## config.mk

```make
export PLATFORM = sky130hd
export DESIGN_NAME = nts_ctrl
export DESIGN_NICKNAME = d
export VERILOG_FILES = /design/src/sv/nts_pkg.sv /design/src/sv/nts_ctrl.sv
export SDC_FILE = /design/constraint.sdc
export NUM_CORES = 1
export LEC_CHECK = 0
export BUFFER_PORTS_ARGS = -buffer_cell sky130_fd_sc_hd__buf_2
export CAP_MARGIN = 20
export CORE_MARGIN = 10
export CORE_UTILIZATION = 35
export CTS_CLUSTER_DIAMETER = 200
export DETAILED_ROUTE_END_ITERATION = 16
export MAX_ROUTING_LAYER = met4
export PLACE_DENSITY = 0.55
export SYNTH_ARGS = -nofsm -noshare
export SYNTH_HDL_FRONTEND = slang
export SYNTH_SLANG_ARGS = --single-unit
```

## constraint.sdc

```tcl
create_clock -name clock -period 2.5 [get_ports clock]
set_clock_uncertainty 0.05 [all_clocks]
set_input_delay 0.5 -clock clock [delete_from_list [all_inputs] [get_ports clock]]
set_output_delay 0.5 -clock clock [all_outputs]
set_load 0.005 [all_outputs]
```

## src/sv/nts_pkg.sv

```systemverilog
package nts_pkg;

   localparam int TABLE_DEPTH = 16384;
   localparam int IDX_W       = $clog2(TABLE_DEPTH);
   localparam int CNT_W       = $clog2(TABLE_DEPTH + 1);
   localparam int OUT_IDX_W   = 14;
   localparam int STAMP_W     = 32;
   localparam int WORD_W      = 32;

   // request kinds
   localparam logic [1:0] REQ_APPEND = 2'd0;
   localparam logic [1:0] REQ_QUERY  = 2'd1;
   localparam logic [1:0] REQ_CLEAR  = 2'd2;

   // result status codes
   localparam logic [2:0] ST_APPENDED = 3'd0;
   localparam logic [2:0] ST_DROPPED  = 3'd1;
   localparam logic [2:0] ST_ANSWERED = 3'd2;
   localparam logic [2:0] ST_EMPTY    = 3'd3;
   localparam logic [2:0] ST_CLEARED  = 3'd4;

   typedef enum logic [3:0] {
      OP_NONE,
      OP_APPEND,
      OP_CLEAR,
      OP_EMPTY,
      OP_PROBE,
      OP_STEP,
      OP_READ_ZERO,
      OP_READ_NEXT,
      OP_RESP_RD,
      OP_RESP_NEAR,
      OP_RESP_BELOW
   } op_type;

   typedef struct packed {
      logic   capture;
      op_type op;
   } cmd_type;

   typedef struct packed {
      logic [1:0] kind;
      logic       empty;
      logic       hit;
      logic       step_ends;
      logic       below_valid;
      logic       has_next;
   } stat_type;

endpackage

```

## src/sv/nts_ctrl.sv

```systemverilog
module nts_ctrl
   import nts_pkg::*;
(
   input  logic     clock,
   input  logic     reset,
   input  logic     start,
   output logic     busy,
   output cmd_type  cmd,
   input  stat_type stat
);

   typedef enum logic [6:0] {
      S_IDLE      = 7'b0000001,
      S_DISPATCH  = 7'b0000010,
      S_PROBE     = 7'b0000100,
      S_COMPARE   = 7'b0001000,
      S_FINISH    = 7'b0010000,
      S_WAIT_RD   = 7'b0100000,
      S_WAIT_NEXT = 7'b1000000
   } state_type;

   state_type state_ff;
   state_type state_in;

   always_comb begin
      state_in    = state_ff;
      cmd.capture = 1'b0;
      cmd.op      = OP_NONE;
      case (state_ff)
         S_IDLE: begin
            if (start) begin
               cmd.capture = 1'b1;
               state_in    = S_DISPATCH;
            end
         end
         S_DISPATCH: begin
            state_in = S_IDLE;
            case (stat.kind)
               REQ_APPEND: cmd.op = OP_APPEND;
               REQ_CLEAR:  cmd.op = OP_CLEAR;
               REQ_QUERY: begin
                  if (stat.empty) begin
                     cmd.op = OP_EMPTY;
                  end else begin
                     state_in = S_PROBE;
                  end
               end
               default: cmd.op = OP_NONE;
            endcase
         end
         S_PROBE: begin
            cmd.op   = OP_PROBE;
            state_in = S_COMPARE;
         end
         S_COMPARE: begin
            if (stat.hit) begin
               cmd.op   = OP_RESP_RD;
               state_in = S_IDLE;
            end else begin
               cmd.op   = OP_STEP;
               state_in = stat.step_ends ? S_FINISH : S_PROBE;
            end
         end
         S_FINISH: begin
            if (!stat.below_valid) begin
               cmd.op   = OP_READ_ZERO;
               state_in = S_WAIT_RD;
            end else if (stat.has_next) begin
               cmd.op   = OP_READ_NEXT;
               state_in = S_WAIT_NEXT;
            end else begin
               cmd.op   = OP_RESP_BELOW;
               state_in = S_IDLE;
            end
         end
         S_WAIT_RD: begin
            cmd.op   = OP_RESP_RD;
            state_in = S_IDLE;
         end
         S_WAIT_NEXT: begin
            cmd.op   = OP_RESP_NEAR;
            state_in = S_IDLE;
         end
         default: state_in = S_IDLE;
      endcase
   end

   always_ff @(posedge clock) begin
      if (reset) begin
         state_ff <= S_IDLE;
      end else begin
         state_ff <= state_in;
      end
   end

   assign busy = (state_ff != S_IDLE);

   a_compare_after_probe: assert property (@(posedge clock) disable iff (reset)
      state_ff == S_COMPARE |-> $past(state_ff) == S_PROBE)
      else $error("compare state entered without a probe");

   a_accept_dispatches: assert property (@(posedge clock) disable iff (reset)
      start && !busy |=> state_ff == S_DISPATCH)
      else $error("accepted request not dispatched");

   a_next_needs_below: assert property (@(posedge clock) disable iff (reset)
      state_ff == S_WAIT_NEXT |-> stat.below_valid)
      else $error("neighbor compare without a lower entry");

endmodule

```

After elaboration in Yosys (flattened, before gate mapping)
Cells that the tools add are included.

Equal/unequal tests: 11. Reduce and logical (&&, ||, !) cells: 1. Muxes and demuxes: 16.

Operator list (count): case mux 7 bit (5 select lines) (1); case mux 4 bit (6 select lines) (1); 2-to-1 mux 7 bit (3); 2-to-1 mux 4 bit (3); 2-to-1 mux 5 bit (2); == test 7 x 1 -> 1 bit (second input constant) (1); == test 7 x 2 -> 1 bit (second input constant) (1); == test 7 x 3 -> 1 bit (second input constant) (1); == test 7 x 4 -> 1 bit (second input constant) (1); == test 7 x 5 -> 1 bit (second input constant) (1); == test 7 x 6 -> 1 bit (second input constant) (1); == test 7 bit (second input constant) (1); inequality test 7 x 1 -> 1 bit (second input constant) (1); 2-to-1 mux 3 bit (2); case mux 2 bit (3 select lines) (1); == test 2 x 1 -> 1 bit (second input constant) (1); == test 2 bit (second input constant) (1); logical NOT 2 bit (1); 2-to-1 mux 1 bit (2); 2-to-1 mux 2 bit (1); inequality test 2 bit (second input constant) (1).

Output and inout bits: 6. Input bits: 10. Register bits: 7. Logic and storage cells: 29.

Depth between registers and ports, before layout
Gate-level depths: netlist (run 1).

Word-level depth: 3. Depth in mapped cells: 5. Depth with buffers taken out: 4.

Worst setup path before layout (run 1)
No wires, ideal clock.

Path type: reg2out. Start: register state_ff[4]. End: output port cmd[0] (netlist name). Slack: 0.429 ns. Arrival: 1.521 ns. Cell stages (with the launch flop): 6. Path through: dfxtp_1 -> buf_6 -> or4b_1 -> or3_1 -> nor3_1 -> or3_1.

RTL lines: from (decl) (line nts_ctrl.sv:22) `state_type state_ff;`; from (signal assigned) (line nts_ctrl.sv:92) `state_ff <= state_in;`; to (decl) (line nts_ctrl.sv:8) `output cmd_type cmd,`.

==> results of run 1 <==
==> where the power goes <==
group	internal (W)	switching, W
registers	0.000115	0.00000644
logic	0.0000308	0.0000296
clock network	0.0000612	0.0000461
==> layer usage <==
metal	vias to the layer above	track usage, %	share of wire, %
li1	273	-	-
met1	246	9.99	48
met2	12	14.4	48
met3	2	1.99	2.7
met4	0	5.03	1.4
met5	-	-	0
==> critical path, cell delays in order (launching register included) <==
cell     delay, ns
dfxtp_4       0.36
or4b_4        0.56
or3_4         0.36
nor3_2        0.14
or3_1         0.11
buf_2         0.11
==> area by class of cell <==
cell class / instances / area share, %
multi-input cells: 52 / 53.3
flip-flops and latches: 7 / 23.4
well taps: 15 / 2.99
inverters: 3 / 1.80
repair buffers: 17 / 14.4
clock buffers: 4 / 4.19
==> worst paths after layout <==
path,slack [ns],end,start,depth (start not counted)
max,0.06,cmd[0],state_ff[2],5
min,0.41,state_ff[5],stat[1],2
max reg2reg,0.75,state_ff[2],state_ff[5],4
min reg2reg,0.47,state_ff[1],state_ff[1],2
==> cells in the final DEF (no fill, tap or decap), types with 2 or more instances in the layout <==
master    instances
buf_4             2
nand3_1           3
buf_2            15
nor2b_1           3
nand2_1           3
dfxtp_1           4
or2_1             2
dfxtp_2           2
or3_1             3
nor4_1            2
nor2_1            5
or3_4             2
inv_1             3
nand2b_1          3
a21oi_1           4
nor3b_1           2
clkbuf_4          3
o21ai_0           2
nor3_1            4
==> through the flow <==
step	total power, W	util, %
3_5_place_dp	0.000181	44.6
3_3_place_gp	0.000182	44.6
2_1_floorplan	0.000155	-
6_report	0.000289	48.2
4_1_cts	0.000290	46.9
5_1_grt	0.000307	48.2
==> cell families after synthesis <==
kind of cell,count (synthesis)
AND/OR/NAND/NOR,40
AO/OA/AOI/OAI,11
flip-flops,7
buffers and inverters,4
XOR/XNOR,1
==> impl_metrics.py, run 1 <==
metrics = {
    "status": {
        "status": "finished clean",
    },
    "finish": {
        "ff_latch_area_sq_um": 146,
        "final_cells": 98,
        "fin_nets": 94,
        "finalInstanceArea_sq_um": 627,
        "reg_top3": "state_ff (7)",
        "largest_reg_flops": 7,
        "largest-register": "state_ff",
        "multiInputGateArea_sq_um": 334,
        "syn2layout_area_growth_pct": 29.8,
        "drive_above_1_share_pct": 32.5,
        "nFillCells": 146,
        "num_antenna_cells": 0,
    },
    "route": {
        "postRouteAntennaNets": 0,
        "route.detailed.drc": 0,
        "num_vias": 533,
        "vias_per_cell": 5.44,
        "wl_per_cell_microns": 14.2,
        "drt_first_pass_iters": 4,
        "drtIter0Drc": 10,
        "drt-total-wl_mm": 1.39,
    },
    "sta": {
        "rsz0062_at_grt": "false",
        "drv_slew": 0,
        "fin_crit_ns": 2.44,
        "worst_slew_pin_slew_ns": 0.401,
        "hold_viol": 0,
        "setup_ws_ns": 0.0576,
        "holdWs_ns": 0.413,
        "period_share_pct": 97.7,
        "tns_ns": 0,
        "setup_viol": 0,
        "clock.fmax_ghz": 0.409,
        "max_slew_margin_pct": 73.0,
    },
    "floorplan": {
        "die_h_microns": 57.1,
        "coreArea_sq_um": 1300,
        "start_util_pct": 37.1,
        "ios": 16,
        "die_w_microns": 57.1,
        "dieArea_sq_um": 3270,
        "rows": 13,
    },
    "logic_synthesis": {
        "synth_most_common_cell": "dfxtp_1",
        "yosys.area.top_type": "dfxtp_1",
        "ys_seq_area_share_pct": 29.0,
        "synth-edff-count": 0,
        "synth_top_family_by_area": "simple AND/OR/NAND/NOR gates",
        "netlist_area_sq_um": 483,
        "synth_cells": 63,
        "synthTopCellsByArea": "dfxtp_1 29%, nor3_1 5.2%, or3_1 5.2%",
        "yosysWarnings": 0,
        "synthDistinctLibCells": 29,
        "synthXorXnorAreaFrac_pct": 1.81,
        "synthSimpleGateAreaFrac_pct": 50.5,
        "synth_seq_cells": 7,
        "syn_area_per_cell_sq_um": 7.67,
        "async_flop_share_pct": 0,
        "synth_flop_cell": "dfxtp_1",
        "synth_top_cells_by_count": "7 x dfxtp_1, 5 x nor2_1, 5 x nor3_1",
        "synth-compound-area-share_pct": 14.0,
        "syn_nets": 73,
        "yosys-mux-area-fraction_pct": 0,
        "synth_top_area_share_pct": 29.0,
        "synthAdderAreaFrac_pct": 0,
    },
    "critical_path": {
        "critPathRequiredTime_ns": 1.95,
        "worstSetupStartpointType": "flip-flop",
        "crit_arrival_ns": 1.89,
        "critical_path_class": "reg -> out",
        "cp_max_fo": 7,
        "worstSetupEndpointType": "output pin",
    },
    "placement": {
        "dp_hpwl_mm": 1.08,
        "io_buffer_count": 15,
        "gp_congestion": 0.785,
        "place_area_sq_um": 581,
        "placed_cells": 94,
        "pre_cts_ws_ns": 0.260,
    },
    "clock_tree": {
        "cts_tree": "yes",
        "clk-insertion-delay-late_ns": 0.26,
        "cts_resized": 1,
        "clock-sinks": 7,
        "clock_path_buffers": 2,
        "cts_hold_buf": 0,
        "post-cts-setup-buffers": 0,
        "clock-root-buffer": "clkbuf_4",
        "htreeDepth": 1,
        "clkTransAtPathRegs_ns": 0.05,
        "numCtsBuffers": 3,
    },
    "run": {
        "cap_violations": 0,
    },
    "worst_hold_path": {
        "hp-class": "in -> reg",
    },
    "power": {
        "max-vdd-ir-drop_mv": 0.253,
        "p_per_area_nw_per_um2": 461,
        "leakagePower_nw": 0.276,
    },
    "global_route": {
        "grt_util_all_layers_pct": 8.98,
        "grt_first_pass_wirelength_mm": 2.36,
        "grt_pass1_vias": 530,
        "grt-ovfl-total": 0,
        "grt_max_degree": 8,
        "antenna_found_initial": 0,
    },
}
(Power assumes the default switching activity.)
==> run 2, diff against run 1 <==
- clock period: 2.5 -> 2.32 ns (I/O delays scaled with it)
==> run 2 against run 1 <==
  * The flow now finishes with violations (negative setup slack)
  * Non-clock buffer count grew 3
  * Clock power grew 8%
  * Final area grew 8.2%
  * Wire length grew 5.6%
  * Final cell count grew 3.1%
==> impl_metrics.py, run 2 (synthesized netlist as in run 1, its figures left out) <==
metrics = {
    "status": {
        "status": "finished with violations",
        "violations": "negative setup slack",
    },
    "sta": {
        "rsz0062_at_grt": "true",
        "tns_ns": -0.0585,
        "clock.fmax_ghz": 0.423,
        "drv_slew": 0,
        "holdWs_ns": 0.371,
        "max_slew_margin_pct": 76.6,
        "setup_ws_ns": -0.0417,
        "setup_viol": 2,
        "fin_crit_ns": 2.36,
        "worst_slew_pin_slew_ns": 0.348,
        "period_share_pct": 102,
        "hold_viol": 0,
    },
    "finish": {
        "reg_top3": "state_ff (7)",
        "final_common_cell": "buf_2",
        "finalInstanceArea_sq_um": 678,
        "fin_nets": 97,
        "largest-register": "state_ff",
        "largest_reg_flops": 7,
        "num_antenna_cells": 0,
        "drive_above_1_share_pct": 43.0,
        "final_cell_mix": "15 x buf_2, 5 x nor2_1, 5 x buf_4",
        "syn2layout_area_growth_pct": 40.4,
        "final_cells": 101,
    },
    "worst_hold_path": {
        "hp-class": "in -> reg",
    },
    "clock_tree": {
        "clock_path_buffers": 2,
        "numCtsBuffers": 3,
        "cts_hold_buf": 0,
        "cts_tree": "yes",
        "clock-root-buffer": "clkbuf_4",
        "clkTransAtPathRegs_ns": 0.06,
        "htreeDepth": 1,
        "clk-insertion-delay-late_ns": 0.26,
        "clock-sinks": 7,
    },
    "run": {
        "cap_violations": 0,
    },
    "route": {
        "route.detailed.drc": 0,
        "postRouteAntennaNets": 0,
        "wl_per_cell_microns": 14.6,
        "drt-total-wl_mm": 1.47,
        "drt_first_pass_iters": 2,
        "drtIter0Drc": 10,
        "vias_per_cell": 5.54,
        "num_vias": 560,
    },
    "global_route": {
        "grt_pass1_vias": 569,
        "antenna_found_initial": 0,
        "grt_max_degree": 8,
        "grt-ovfl-total": 0,
        "grt_first_pass_wirelength_mm": 2.36,
        "grt_util_all_layers_pct": 8.99,
    },
    "floorplan": {
        "dieArea_sq_um": 3270,
        "rows": 13,
        "die_w_microns": 57.1,
        "ios": 16,
        "start_util_pct": 37.1,
        "coreArea_sq_um": 1300,
        "die_h_microns": 57.1,
    },
    "critical_path": {
        "max_stage_delay_ns": 0.54,
        "cp-endpoint": "cmd[0]",
        "cp_max_fo": 3,
        "worstSetupStartpoint": "state_ff[2]",
        "worstSetupStartpointType": "flip-flop",
        "crit_chain": "or4b_4 > or3_4 > nor3_2 > or3_1 > buf_2",
        "cpMaxStageDelayCell": "or4b_4",
        "rr_endpoint": "state_ff[2]",
        "critPathRequiredTime_ns": 1.81,
        "r2r_start": "state_ff[4]",
        "critical_path_class": "reg -> out",
        "reg2reg_setup_slack_ns": 0.56,
        "worstSetupEndpointType": "output pin",
        "crit_arrival_ns": 1.85,
        "r2r_cells": 4,
    },
    "power": {
        "max-vdd-ir-drop_mv": 0.311,
        "leakagePower_nw": 0.297,
        "p_per_area_nw_per_um2": 463,
    },
    "placement": {
        "dp_hpwl_mm": 1.11,
        "place_area_sq_um": 596,
        "gp_congestion": 0.833,
        "placed_cells": 96,
        "io_buffer_count": 15,
    },
}
run 2: layout make-up:
type                    instances  area (sq um)
fillers                       141           623
multi-input cells              52           358
flip-flops and latches          7           151
repair buffers                 20           113
clock buffers                   4          26.3
well taps                      15          18.8
inverters                       3          11.3
run 2: layer usage:
| layer | vias up | part of all wire, % | global-route usage [%] |
|---|---|---|---|
| li1 | 280 | - | - |
| met1 | 269 | 46 | 9.04 |
| met2 | 9 | 50 | 14.7 |
| met3 | 2 | 3.4 | 4.20 |
| met4 | 0 | 0.75 | 3.69 |
| met5 | - | 0 | - |
run 2: power breakdown:
part	internal, W	switching (W)
clock	0.0000660	0.0000498
sequential	0.000124	0.00000770
combinational	0.0000344	0.0000321
run 2: metrics by stage:
| stage | utilization (%) | total power (W) | setup WS [ns] |
|---|---|---|---|
| floorplan | - | 0.000167 | 0.285 |
| global placement | 45.8 | 0.000195 | 0.176 |
| detailed placement | 45.8 | 0.000195 | 0.163 |
| CTS | 50.4 | 0.000316 | -0.0476 |
| global route | 52.1 | 0.000336 | -0.119 |
| finish | 52.1 | 0.000314 | -0.0417 |
run 2: timing repair:
| item | in CTS | in global routing |
|---|---|---|
| buffers inserted | 1 | 0 |
| cloned | 0 | 0 |
| gates resized for setup | 7 | 8 |
| pin swaps | 2 | 5 |
| endpoints found under the hold margin | 0 | 0 |
| endpoints found under the setup margin | 4 | 4 |
run 2: worst max-delay path, delay by kind of cell (launching register included):
kind	cells	cell delay [ns]
flip-flops	1	0.32
buffers and inverters	1	0.10
AND/OR/NAND/NOR	4	1.17
run 2: worst min-delay path by stage:
stage / depth (start not counted) / slack [ns] / end / startpoint
2_1_floorplan: 2 / 0.46 / state_ff[1] / state_ff[1]
3_3_place_gp: 2 / 0.49 / state_ff[1] / state_ff[1]
3_5_place_dp: 2 / 0.49 / state_ff[1] / state_ff[1]
4_1_cts: 2 / 0.37 / state_ff[5] / stat[1]
5_1_grt: 2 / 0.37 / state_ff[5] / stat[1]
6_report: 2 / 0.37 / state_ff[5] / stat[1]
